[src/sensor_frame_deframer_core_defines.svh]
// ----------------------------------------------------------------------------
// sensor frame deframer assertion macros
// Shared concurrent assertion forms, clocked on clk and held off in reset.
// ----------------------------------------------------------------------------
`ifndef SENSOR_FRAME_DEFRAMER_CORE_DEFINES_SVH
`define SENSOR_FRAME_DEFRAMER_CORE_DEFINES_SVH

// same-cycle implication
`define SFD_ASSERT_IMP(lbl, ante, cons) \
  lbl: assert property (@(posedge clk) disable iff (!rst_n) (ante) |-> (cons)) \
    else $error("sfd assertion failed");

// next-cycle implication
`define SFD_ASSERT_NEXT(lbl, ante, cons) \
  lbl: assert property (@(posedge clk) disable iff (!rst_n) (ante) |=> (cons)) \
    else $error("sfd assertion failed");

`endif

[src/sfd_pkg.sv]
// ----------------------------------------------------------------------------
// sfd_pkg
// Frame codes and parser phase encodings of the sensor frame deframer.
// ----------------------------------------------------------------------------
package sfd_pkg;

  // sync pair
  localparam logic [7:0] SYNC_FIRST  = 8'hAA;
  localparam logic [7:0] SYNC_SECOND = 8'h55;

  // header and group sizes
  localparam int SKIP_BYTES        = 4;
  localparam int BYTES_PER_CHANNEL = 4;
  localparam logic [1:0] SKIP_LAST = 2'(SKIP_BYTES - 1);
  localparam logic [1:0] LANE_LAST = 2'(BYTES_PER_CHANNEL - 1);

  // parser phases
  localparam logic [2:0] PH_HUNT_FIRST  = 3'd0;
  localparam logic [2:0] PH_HUNT_SECOND = 3'd1;
  localparam logic [2:0] PH_SKIP        = 3'd2;
  localparam logic [2:0] PH_DATA        = 3'd3;
  localparam logic [2:0] PH_CHECK       = 3'd4;

  typedef logic [7:0]  byte_t;
  typedef logic [31:0] word_t;

endpackage

[src/sfd_channels_if.sv]
// ----------------------------------------------------------------------------
// sfd channel interfaces
// Valid/ready byte input channel and result output channel.
// ----------------------------------------------------------------------------
interface sfd_byte_if;
  logic       valid;
  logic       ready;
  logic [7:0] rx_byte;

  modport source (output valid, output rx_byte, input ready);
  modport sink   (input valid, input rx_byte, output ready);
endinterface

interface sfd_result_if;
  logic        valid;
  logic        ready;
  logic [1:0]  channel;
  logic [31:0] value_word;
  logic        frame_good;
  logic        last;

  modport source (output valid, output channel, output value_word, output frame_good,
                  output last, input ready);
  modport sink   (input valid, input channel, input value_word, input frame_good,
                  input last, output ready);
endinterface

[src/sensor_frame_deframer_core.sv]
// ----------------------------------------------------------------------------
// sensor_frame_deframer_core
// Sync-header frame parser with additive checksum for a force sensor link.
// ----------------------------------------------------------------------------
// in_chan takes one received byte per transfer. The parser hunts for 0xAA 0x55,
// drops two length and two sample-number bytes, then collects CHANNELS groups
// of four data bytes into a word memory (one 32-bit entry per channel) while
// keeping an 8-bit wrapping sum. The next byte is the checksum.
// out_chan gives one word per channel (little-endian, frame_good set) on a
// match, or a single error word (channel 0, value 0, frame_good clear) on a
// mismatch; last marks the final word of the frame.
// Throughput: one input byte per cycle; results leave at one per cycle.
// The first result follows the checksum byte through the drain-active
// register, the memory read register and the output register.
// Input stalls come from the drain of the previous frame: the checksum byte
// waits until that drain has been issued, and a data byte that completes a
// word waits while that memory entry is still unread. At full rate on both
// sides neither case occurs for CHANNELS up to 12.
// When out_chan.ready is low, results hold in the output and read stages and
// the drain pauses. Reset (synchronous rst_n) returns to sync hunt and drops
// any undelivered results; the word memory is not cleared.
// ----------------------------------------------------------------------------
`include "sensor_frame_deframer_core_defines.svh"

module sensor_frame_deframer_core
  import sfd_pkg::*;
#(
  parameter int CHANNELS = 3
) (
  input logic          clk,
  input logic          rst_n,
  sfd_byte_if.sink     in_chan,
  sfd_result_if.source out_chan
);

  localparam int IDX_W = (CHANNELS > 1) ? $clog2(CHANNELS) : 1;
  localparam logic [IDX_W-1:0] LAST_IDX = IDX_W'(CHANNELS - 1);

  // parser state
  logic [2:0]       phase_r, phase_nxt;
  logic [1:0]       lane_r, lane_nxt;
  logic [IDX_W-1:0] wr_chan_r, wr_chan_nxt;
  logic [7:0]       sum_r, sum_nxt;
  logic [23:0]      hold_r;

  // word memory
  word_t            mem [CHANNELS];
  word_t            rd_data_r;
  logic             mem_we;

  // drain control
  logic             drain_active_r, drain_active_nxt;
  logic             drain_good_r, drain_good_nxt;
  logic [IDX_W-1:0] rd_ptr_r, rd_ptr_nxt;
  logic             drain_start;
  logic             rd_issue;
  logic             rd_last;
  logic [IDX_W+1:0] rd_ptr_ext;

  // read stage and output stage
  logic             s1_valid_r, s1_valid_nxt;
  logic [1:0]       s1_chan_r;
  logic             s1_good_r;
  logic             s1_last_r;
  logic             s1_move;
  logic             out_valid_r, out_valid_nxt;
  logic [1:0]       out_chan_r;
  word_t            out_value_r;
  logic             out_good_r;
  logic             out_last_r;

  logic             in_ready;
  logic             in_fire;
  byte_t            b;

  assign b = in_chan.rx_byte;

  // input back pressure from an unfinished drain
  always_comb begin
    unique case (phase_r)
      PH_CHECK: in_ready = !drain_active_r;
      PH_DATA:  in_ready = !((lane_r == LANE_LAST) && drain_active_r &&
                             (wr_chan_r >= rd_ptr_r));
      default:  in_ready = 1'b1;
    endcase
  end

  assign in_fire       = in_chan.valid && in_ready;
  assign in_chan.ready = in_ready;

  // frame parser
  always_comb begin
    phase_nxt   = phase_r;
    lane_nxt    = lane_r;
    wr_chan_nxt = wr_chan_r;
    sum_nxt     = sum_r;
    mem_we      = 1'b0;
    drain_start = 1'b0;
    if (in_fire) begin
      unique case (phase_r)
        PH_HUNT_FIRST: begin
          if (b == SYNC_FIRST) phase_nxt = PH_HUNT_SECOND;
        end
        PH_HUNT_SECOND: begin
          if (b == SYNC_SECOND) begin
            phase_nxt = PH_SKIP;
            lane_nxt  = 2'd0;
          end else if (b != SYNC_FIRST) begin
            phase_nxt = PH_HUNT_FIRST;
          end
        end
        PH_SKIP: begin
          lane_nxt = lane_r + 2'd1;
          if (lane_r == SKIP_LAST) begin
            phase_nxt   = PH_DATA;
            lane_nxt    = 2'd0;
            sum_nxt     = 8'd0;
            wr_chan_nxt = '0;
          end
        end
        PH_DATA: begin
          sum_nxt  = sum_r + b;
          lane_nxt = lane_r + 2'd1;
          if (lane_r == LANE_LAST) begin
            mem_we = 1'b1;
            if (wr_chan_r == LAST_IDX) begin
              phase_nxt   = PH_CHECK;
              wr_chan_nxt = '0;
            end else begin
              wr_chan_nxt = wr_chan_r + 1'b1;
            end
          end
        end
        PH_CHECK: begin
          drain_start = 1'b1;
          phase_nxt   = PH_HUNT_FIRST;
          sum_nxt     = 8'd0;
        end
        default: begin
          phase_nxt = PH_HUNT_FIRST;
          sum_nxt   = 8'd0;
        end
      endcase
    end
  end

  // drain sequencing through the read stage
  assign s1_move    = s1_valid_r && (!out_valid_r || out_chan.ready);
  assign rd_issue   = drain_active_r && (!s1_valid_r || s1_move);
  assign rd_last    = !drain_good_r || (rd_ptr_r == LAST_IDX);
  assign rd_ptr_ext = {2'b00, rd_ptr_r};

  always_comb begin
    drain_active_nxt = drain_active_r;
    drain_good_nxt   = drain_good_r;
    rd_ptr_nxt       = rd_ptr_r;
    if (drain_start) begin
      drain_active_nxt = 1'b1;
      drain_good_nxt   = (b == sum_r);
      rd_ptr_nxt       = '0;
    end else if (rd_issue) begin
      if (rd_last) drain_active_nxt = 1'b0;
      else         rd_ptr_nxt       = rd_ptr_r + 1'b1;
    end
  end

  always_comb begin
    s1_valid_nxt = s1_valid_r;
    if (rd_issue)     s1_valid_nxt = 1'b1;
    else if (s1_move) s1_valid_nxt = 1'b0;
    out_valid_nxt = out_valid_r;
    if (s1_move)             out_valid_nxt = 1'b1;
    else if (out_chan.ready) out_valid_nxt = 1'b0;
  end

  // control registers
  always_ff @(posedge clk) begin
    if (!rst_n) begin
      phase_r        <= PH_HUNT_FIRST;
      lane_r         <= 2'd0;
      wr_chan_r      <= '0;
      sum_r          <= 8'd0;
      drain_active_r <= 1'b0;
      drain_good_r   <= 1'b0;
      rd_ptr_r       <= '0;
      s1_valid_r     <= 1'b0;
      out_valid_r    <= 1'b0;
    end else begin
      phase_r        <= phase_nxt;
      lane_r         <= lane_nxt;
      wr_chan_r      <= wr_chan_nxt;
      sum_r          <= sum_nxt;
      drain_active_r <= drain_active_nxt;
      drain_good_r   <= drain_good_nxt;
      rd_ptr_r       <= rd_ptr_nxt;
      s1_valid_r     <= s1_valid_nxt;
      out_valid_r    <= out_valid_nxt;
    end
  end

  // byte assembly of the current group
  always_ff @(posedge clk) begin
    if (in_fire && (phase_r == PH_DATA)) begin
      case (lane_r)
        2'd0:    hold_r[7:0]   <= b;
        2'd1:    hold_r[15:8]  <= b;
        2'd2:    hold_r[23:16] <= b;
        default: hold_r        <= hold_r;
      endcase
    end
  end

  // word memory, one write and one registered read port
  always_ff @(posedge clk) begin
    if (mem_we) mem[wr_chan_r] <= {b, hold_r};
    if (rd_issue) rd_data_r <= mem[rd_ptr_r];
  end

  // read stage tags and output register
  always_ff @(posedge clk) begin
    if (rd_issue) begin
      s1_chan_r <= rd_ptr_ext[1:0];
      s1_good_r <= drain_good_r;
      s1_last_r <= rd_last;
    end
    if (s1_move) begin
      out_chan_r  <= s1_chan_r;
      out_value_r <= s1_good_r ? rd_data_r : '0;
      out_good_r  <= s1_good_r;
      out_last_r  <= s1_last_r;
    end
  end

  assign out_chan.valid      = out_valid_r;
  assign out_chan.channel    = out_chan_r;
  assign out_chan.value_word = out_value_r;
  assign out_chan.frame_good = out_good_r;
  assign out_chan.last       = out_last_r;

  // checks
  `SFD_ASSERT_IMP(a_no_overtake, mem_we && drain_active_r, wr_chan_r < rd_ptr_r)
  `SFD_ASSERT_NEXT(a_check_starts_drain, in_fire && (phase_r == PH_CHECK), drain_active_r)
  `SFD_ASSERT_IMP(a_error_single, s1_valid_r && !s1_good_r, s1_last_r && (s1_chan_r == 2'd0))
  `SFD_ASSERT_IMP(a_error_zero, out_valid_r && !out_good_r, out_value_r == '0)

endmodule
[src/flat_wrapper.sv]
// flat-port wrapper written by rule: the top's interface ports become plain ports
module sensor_frame_deframer_core_flat import sfd_pkg::*;
#(
  parameter int CHANNELS = 3
)
  (clk, rst_n, in_chan_valid, in_chan_rx_byte, in_chan_ready, out_chan_valid, out_chan_channel, out_chan_value_word, out_chan_frame_good, out_chan_last, out_chan_ready);
  sfd_byte_if in_chan_i ();
  sfd_result_if out_chan_i ();
  input logic clk;
  input logic rst_n;
  input wire logic [$bits(in_chan_i.valid)-1:0] in_chan_valid;
  input wire logic [$bits(in_chan_i.rx_byte)-1:0] in_chan_rx_byte;
  output wire logic [$bits(in_chan_i.ready)-1:0] in_chan_ready;
  output wire logic [$bits(out_chan_i.valid)-1:0] out_chan_valid;
  output wire logic [$bits(out_chan_i.channel)-1:0] out_chan_channel;
  output wire logic [$bits(out_chan_i.value_word)-1:0] out_chan_value_word;
  output wire logic [$bits(out_chan_i.frame_good)-1:0] out_chan_frame_good;
  output wire logic [$bits(out_chan_i.last)-1:0] out_chan_last;
  input wire logic [$bits(out_chan_i.ready)-1:0] out_chan_ready;
  assign in_chan_i.valid = in_chan_valid;
  assign in_chan_i.rx_byte = in_chan_rx_byte;
  assign in_chan_ready = in_chan_i.ready;
  assign out_chan_valid = out_chan_i.valid;
  assign out_chan_channel = out_chan_i.channel;
  assign out_chan_value_word = out_chan_i.value_word;
  assign out_chan_frame_good = out_chan_i.frame_good;
  assign out_chan_last = out_chan_i.last;
  assign out_chan_i.ready = out_chan_ready;
  sensor_frame_deframer_core #(.CHANNELS(CHANNELS)) u_core (.clk(clk), .rst_n(rst_n), .in_chan(in_chan_i), .out_chan(out_chan_i));
endmodule
[config.mk]
export PLATFORM = sky130hd
export DESIGN_NAME = sensor_frame_deframer_core_flat
export DESIGN_NICKNAME = d
export VERILOG_FILES = /design/src/sfd_pkg.sv /design/src/sfd_channels_if.sv /design/src/sensor_frame_deframer_core.sv /design/src/flat_wrapper.sv
export VERILOG_INCLUDE_DIRS = /design/src /design/src/src
export SDC_FILE = /design/constraint.sdc
export NUM_CORES = 1
export LEC_CHECK = 0
export BUFFER_PORTS_ARGS = -buffer_cell sky130_fd_sc_hd__buf_2
export CAP_MARGIN = 20
export CELL_PAD_IN_SITES_DETAIL_PLACEMENT = 0
export CELL_PAD_IN_SITES_GLOBAL_PLACEMENT = 1
export CORE_MARGIN = 4
export CORE_UTILIZATION = 48
export CTS_BUF_LIST = sky130_fd_sc_hd__clkbuf_8
export DETAILED_ROUTE_END_ITERATION = 12
export PLACE_DENSITY = 0.89
export SLEW_MARGIN = 20
export SYNTH_ARGS = -nofsm -noshare
export SYNTH_HDL_FRONTEND = slang
export SYNTH_SLANG_ARGS = --single-unit
[constraint.sdc]
create_clock -name clk -period 4.7 [get_ports clk]
set_input_delay 0.94 -clock clk [delete_from_list [all_inputs] [get_ports clk]]
set_output_delay 0.94 -clock clk [all_outputs]
set_load 0.02 [all_outputs]
==> metrics.md, run 1 <==
| Metric | Value |
|---|---|
| Actual slew at the worst max-slew pin | 0.942 ns |
| Final hold vios | 0 |
| Drt wl/cell | 16.3 um |
| # IOs | 50 |
| Placer congestion estimate | 0.795 |
| Setup Fix Bufs, Post-CTS | 0 |
| R2R cell count | 5 |
| Antenna cells | 0 |
| Clk sink count | 213 |
| Worst EP required | 3.76 ns |
| Die height | 139 um |
| Setup Crit Path Kind | reg -> out |
| Post-CTS Resized | 0 |
| TritonRoute pass-1 iters | 4 |
| Pins Over Slew Limit | 0 |
| Hold Path Origin | u_core.s1_chan_r[1]$_DFFE_PP_ |
| Port bufs | 49 |
| Gr ovfl total | 0 |
| Dpl cell area | 8680 um^2 |
| Mapped cell area | 8190 um^2 |
| CP endpoint | in_chan_ready |
| Worst skew pair latency | 0.52 ns |
| Avg Cell Area, Syn | 15.6 um^2 |
| FFs w/ async S/R, synth | 0 |
| Pwr Density | 380 nW/um^2 |
| Worst Setup Start Kind | register |
| Routed Antenna Nets | 0 |
| Final critical-path share of the clock period | 0.646 |
| Max-cap violations | 0 |
| Share of cells above drive strength 1 | 0.183 |
| Vias in the first global route | 4391 |
| Clock skew | 0.0272 ns |
| Largest net degree at the start of global routing | 68 |
| Die X | 139 um |
| Total CTS buffers | 34 |
| Outcome | finished, final reports clean |
| Static Leak | 3.04 nW |
| Worst Setup End Kind | primary output |
| Post-Layout Inst Area | 9350 um^2 |
| TritonCTS clock tree | yes |
| First-pass GRT wire length | 21800 um |
| Power Total | 0.00355 W |
| Rel. slew slack | 0.371 |
| Total negative slack | 0 ns |
| RSZ-0062 raised after global routing | false |
| Min Clock Period, post-route | 3.04 ns |
| Clock root buffer | clkbuf_8 |
| FMAX | 0.329 GHz |
| Flops & latches, synth | 213 |
| Peak VDD IR | 0.219 mV |
| # nets final | 622 |
| Worst R2R End | u_core.mem[2][28]$_DFFE_PP_ |
| Post-synth EDFFs | 192 |
| DIE AREA | 19200 um^2 |
| Drt total wl | 13600 um |
| Antenna violations before repair | 0 |
| RR Startpoint | u_core.phase_r[0]$_SDFFE_PN0P_ |
| Yosys warning count | 0 |
| HP Class | reg -> reg |
| Post-layout util | 0.562 |
| Syn_nets | 552 |
| Hpwl dp | 8330 um |
| H-tree Lvls | 2 |
| Max FO, Critical Path | 4 |
| Seq/Total Area, Yosys | 0.755 |
| P&R area growth vs syn | 14.2% |
| Clock transition at path regs | 0.06 ns |
| Total core area | 16600 um^2 |
| Cell variety after synth | 54 |
| FILL cells | 1293 |
| All-Layer GR Usage | 0.142 |
| CP arrival | 2.10 ns |
| First DRT Iteration DRCs | 251 |
| Crit path from | u_core.wr_chan_r[0]$_SDFFE_PN0P_ |
| Via count | 4337 |
| Reg2reg setup slack | 2.23 ns |
| Vias per Instance | 5.18 |
| DRC viols | 0 |
| Clock Path Buffers | 3 |
| Site Rows | 47 |
| Mapped Cells | 525 |
| Main synth FF type | edfxtp_1 |
| Starting Density | 0.492 |
| Final setup viols | 0 |
| CTS Hold Bufs | 0 |
==> cell type report <==
cell class / count / area [um^2] / area share
Sequential cell: 213 / 6190 / 0.662
Clock buffer: 35 / 482 / 0.0515
Clock inverter: 23 / 159 / 0.0170
Timing Repair Buffer: 55 / 310 / 0.0332
Tap cell: 220 / 275 / 0.0294
Inverter: 16 / 60.1 / 0.00642
Multi-Input combinational cell: 275 / 1880 / 0.201
==> cell usage after synthesis, drive strengths merged, types with 2 or more instances <==
library cell    n  area, um^2
o2111ai         3        26.3
mux2i          35         350
nor4            2        12.5
or3             3        18.8
a211oi          4        35.0
a21oi          14        70.1
dfxtp          21         420
nor4bb          3        30.0
o21ai          42         221
a21o            2        15.0
ha             14         175
nor2b           3        18.8
nand2b          2        12.5
buf             6        38.8
inv            15        56.3
clkbuf         15        56.3
xnor2           3        26.3
and2           38         238
nand3           9        45.0
a31oi           4        25.0
and4b           2        20.0
edfxtp        192        5770
nor2            8        30.0
a311oi          2        17.5
nor3            7        40.0
or2             3        18.8
nor3b           2        20.0
o21a            6        45.0
nand2          49         184
==> worst min-delay path by stage <==
stage	to	cells after the start
CTS	u_core.out_chan.channel[1]$_DFFE_PP_	0
detailed placement	u_core.out_chan.last$_DFFE_PP_	0
floorplan	u_core.out_chan.channel[0]$_DFFE_PP_	0
global route	u_core.out_chan.channel[1]$_DFFE_PP_	0
finish	u_core.out_chan.channel[1]$_DFFE_PP_	0
global placement	u_core.out_chan.last$_DFFE_PP_	0
==> cell families after synthesis <==
family | Yosys count | share of synthesized area
multiplexers | 35 | 0.0428
XOR/XNOR | 4 | 0.00428
AO/OA/AOI/OAI | 87 | 0.0672
AND/OR/NAND/NOR | 134 | 0.0875
buffers and inverters | 37 | 0.0189
adder cells (fa/ha/maj) | 15 | 0.0238
flip-flops | 213 | 0.755
==> flip-flops by register name, summed over array words and instances, names as in the netlist, 2 cells and up <==
signal                      count
u_core.out_chan.channel         2
u_core.lane_r                   2
u_core.sum_r                    8
u_core.phase_r                  3
u_core.hold_r                  24
u_core.rd_ptr_r                 2
u_core.rd_data_r               32
u_core.out_chan.value_word     32
u_core.s1_chan_r                2
u_core.wr_chan_r                2
u_core.mem                     96
==> metal layers <==
metal  routed length (um)  track usage  share of wire  up-vias
met4                  499       0.0850          0.037        0
met5                    0            0              0        -
met1                 5650        0.179           0.42     2081
met2                 6640        0.225           0.49      105
li1                     -            -              -     2111
met3                  821       0.0345          0.060       40
==> critical path, cell delays in order, from the launching register on <==
cell      delay, ns
dfxtp_1        0.38
inv_1          0.08
ha_1           0.27
nand2b_1       0.17
a211oi_2       0.35
or2_2          0.18
buf_2          0.16
==> where the power goes <==
part / switching (W) / total [W] / internal, W
Clock: 0.000669 / 0.00147 / 0.000805
Sequential: 0.0000000429 / 0.00204 / 0.00204
Combinational: 0.0000267 / 0.0000376 / 0.0000109
==> through the flow <==
step / setup slack (ns) / instances / hold slack [ns]
floorplan: 0.326 / 525 / 0.400
global placement: 1.78 / 778 / 0.405
detailed placement: 1.74 / 778 / 0.407
CTS: 1.64 / 836 / 0.429
global route: 1.56 / 837 / 0.430
finish: 1.66 / 837 / 0.427
==> cells in the final DEF, fill, tap and decap left out, types with 4 or more instances in the layout <==
master and instances:
ha_1 14, nand2_1 49, edfxtp_1 192, a31oi_1 4, clkinv_1 6, buf_2 49, a21oi_1 14, dfxtp_1 19
o21ai_1 4, nand3_1 9, o21a_1 6, clkbuf_8 35, nor2_1 6, and2_1 38, nor3_1 4, buf_4 5
mux2i_1 35, inv_1 23, o21ai_0 37
(Power assumes the default switching activity.)
==> run 2: changes to the inputs <==
ABC_AREA = 1   (was unset)
CORE_UTILIZATION = 47   (was 48)
clock period = 2.52 ns   (was 4.7 ns; I/O delays follow)
==> metrics.md, run 2 <==
| Metric | Value |
|---|---|
| Placer congestion estimate | 0.873 (+9.9%) |
| Commonest non-fill, non-tap cells in the layout | 192 x edfxtp_1, 125 x nand2_1, 86 x a21oi_1 |
| FFs w/ async S/R, synth | 0 (unchanged) |
| # IOs | 50 (unchanged) |
| Largest net degree at the start of global routing | 37 (-46%) |
| Commonest non-fill, non-tap cell in the layout | edfxtp_1 |
| Clock skew | 0.0194 ns (-0.00782 ns) |
| Drt wl/cell | 16.8 um (+3.1%) |
| Final hold vios | 0 (unchanged) |
| Cell variety after synth | 33 (-39%) |
| Via count | 4949 (+14%) |
| Share of cells above drive strength 1 | 0.183 (-0.000363) |
| Die X | 141 um (+1.6%) |
| List of most frequent post-synthesis cells | 192 x edfxtp_1, 125 x nand2_1, 87 x a21oi_1 |
| Min Clock Period, post-route | 2.37 ns |
| Main synth FF type | edfxtp_1 |
| Die height | 141 um (+1.6%) |
| Slowest-stage cell, CP | dfxtp_1 |
| Leading area contributor after synthesis | edfxtp_1 |
| Synth top area share | 0.695 (-0.00882) |
| Setup Fix Bufs, Post-CTS | 0 (unchanged) |
| Pins Over Slew Limit | 0 (unchanged) |
| Peak VDD IR | 0.453 mV (+110%) |
| Final setup viols | 0 (unchanged) |
| DIE AREA | 19800 um^2 (+3.2%) |
| FMAX | 0.423 GHz |
| Pwr Density | 741 nW/um^2 (+95%) |
| Total CTS buffers | 34 (unchanged) |
| Crit-path max cell delay | 0.49 ns (+0.11 ns) |
| First DRT Iteration DRCs | 375 (+49%) |
| Mapped Cells | 652 (+24%) |
| Clock Path Buffers | 3 (unchanged) |
| Setup Crit Path Kind | reg -> out |
| Most numerous cell in the Yosys netlist | edfxtp_1 |
| Post-CTS Resized | 0 (unchanged) |
| DRC viols | 0 (unchanged) |
| Worst EP required | 2.02 ns (-1.74 ns) |
| Site Rows | 48 (+2.1%) |
| Drt total wl | 16400 um (+21%) |
| Most flops, register | u_core.mem |
| Actual slew at the worst max-slew pin | 0.629 ns (-0.313 ns) |
| Rel. slew slack | 0.580 (+0.209) |
| Gr ovfl total | 0 (unchanged) |
| CP arrival | 1.86 ns (-0.24 ns) |
| RSZ-0062 raised after global routing | false |
| Antenna violations before repair | 0 (unchanged) |
| Port bufs | 49 (unchanged) |
| HP Class | in -> reg |
| Syn_nets | 679 (+23%) |
| Hpwl dp | 10100 um (+21%) |
| Crit path buffers/inverters | 1 (-1) |
| Worst Setup End Kind | primary output |
| Max reg flops | 96 (unchanged) |
| TritonRoute pass-1 iters | 5 (+1) |
| Outcome | finished, final reports clean |
| Clock transition at path regs | 0.07 ns (about the same) |
| Starting Density | 0.479 (-0.0126) |
| P&R area growth vs syn | 16.6% |
| Post-layout util | 0.559 (-0.00303) |
| H-tree Lvls | 2 (unchanged) |
| CP top delay family | simple AND/OR/NAND/NOR gates |
| Clock root buffer | clkbuf_8 |
| Routed Antenna Nets | 0 (unchanged) |
| CP Cell Sequence | nand2_2, nor2_2, nand2_1, nand3_4, buf_2 |
| Post-synth EDFFs | 192 (unchanged) |
| Static Leak | 3.78 nW (+24%) |
| Vias in the first global route | 5098 (+16%) |
| All-Layer GR Usage | 0.168 (+0.0257) |
| Flops & latches, synth | 213 (unchanged) |
| Power Total | 0.00716 W (+100%) |
| Antenna cells | 0 (unchanged) |
| Top post-synthesis cells by area | edfxtp_1 70%, nand2_1 5.7%, a21oi_1 5.3% |
| Mapped cell area | 8290 um^2 (+1.3%) |
| Total core area | 17300 um^2 (+3.9%) |
| Yosys warning count | 0 (unchanged) |
| TritonCTS clock tree | yes |
| CTS Hold Bufs | 0 (unchanged) |
| Max-cap violations | 0 (unchanged) |
| Final critical-path share of the clock period | 0.939 |
| Clk sink count | 213 (unchanged) |
| # nets final | 760 (+22%) |
| Max FO, Critical Path | 8 (+4) |
| Seq/Total Area, Yosys | 0.746 (-0.00946) |
| Total negative slack | 0 ns (unchanged) |
| First-pass GRT wire length | 26000 um (+19%) |
| Worst Setup Start Kind | register |
| Vias per Instance | 5.05 (-2.5%) |
| Worst skew pair latency | 0.50 ns (-0.02 ns) |
| Avg Cell Area, Syn | 12.7 um^2 (-18%) |
-- run 2: final timing paths --
kind | from | end | slack (ns) | depth (start not counted)
worst max register to register | u_core.phase_r[1]$_SDFFE_PN0P_ | u_core.mem[0][20]$_DFFE_PP_ | 0.18 | 9
worst max-delay path | u_core.phase_r[1]$_SDFFE_PN0P_ | in_chan_ready | 0.15 | 5
worst min-delay path | in_chan_rx_byte[6] | u_core.hold_r[14]$_DFFE_PP_ | 0.29 | 1
worst min register to register | u_core.s1_chan_r[0]$_DFFE_PP_ | u_core.out_chan.channel[0]$_DFFE_PP_ | 0.43 | 0
-- run 2: routing by layer --
metal,vias up,GRT usage,share of wire
li1,2406,-,-
met1,2366,0.194,0.41
met2,142,0.304,0.52
met3,35,0.0366,0.053
met4,0,0.0643,0.025
met5,-,0,0
-- run 2: metrics by stage --
| stage | cells | instance area, um^2 | setup slack (ns) | hold WS, ns |
|---|---|---|---|---|
| 2_1_floorplan | 652 | 8350 | -0.156 | 0.400 |
| 3_3_place_gp | 921 | 8930 | 0.300 | 0.406 |
| 3_5_place_dp | 921 | 8930 | 0.203 | 0.409 |
| 4_1_cts | 979 | 9650 | 0.135 | 0.259 |
| 5_1_grt | 980 | 9670 | 0.0174 | 0.282 |
| 6_report | 980 | 9670 | 0.153 | 0.287 |
-- run 2: cell type report --
cell class	instances	area, um^2
repair buffers	66	418
multi-input cells	345	1780
clock inverters	21	214
clock buffers	37	509
inverters	73	279
flip-flops and latches	213	6190
well taps	225	282
fillers	1451	7630
-- run 2: cell families (layout without fill, tap and decap cells) --
kind of cell / after synthesis / after routing / share of synthesized area
AOI/OAI and AO/OA: 101 / 101 / 0.0625
adders and majority gates: 15 / 15 / 0.0235
and+or+nand+nor: 227 / 227 / 0.121
xor gates and xnor gates: 2 / 2 / 0.00211
DFF: 213 / 213 / 0.746
buffers and inverters: 94 / 197 / 0.0453
-- run 2: where the power goes --
group	switching (W)	leakage [nW]	internal (W)	total, W
logic	0.000127	1.50	0.0000563	0.000183
clock network	0.00127	0.387	0.00186	0.00313
registers	0.0000138	1.90	0.00383	0.00385
total	0.00141	3.78	0.00575	0.00716
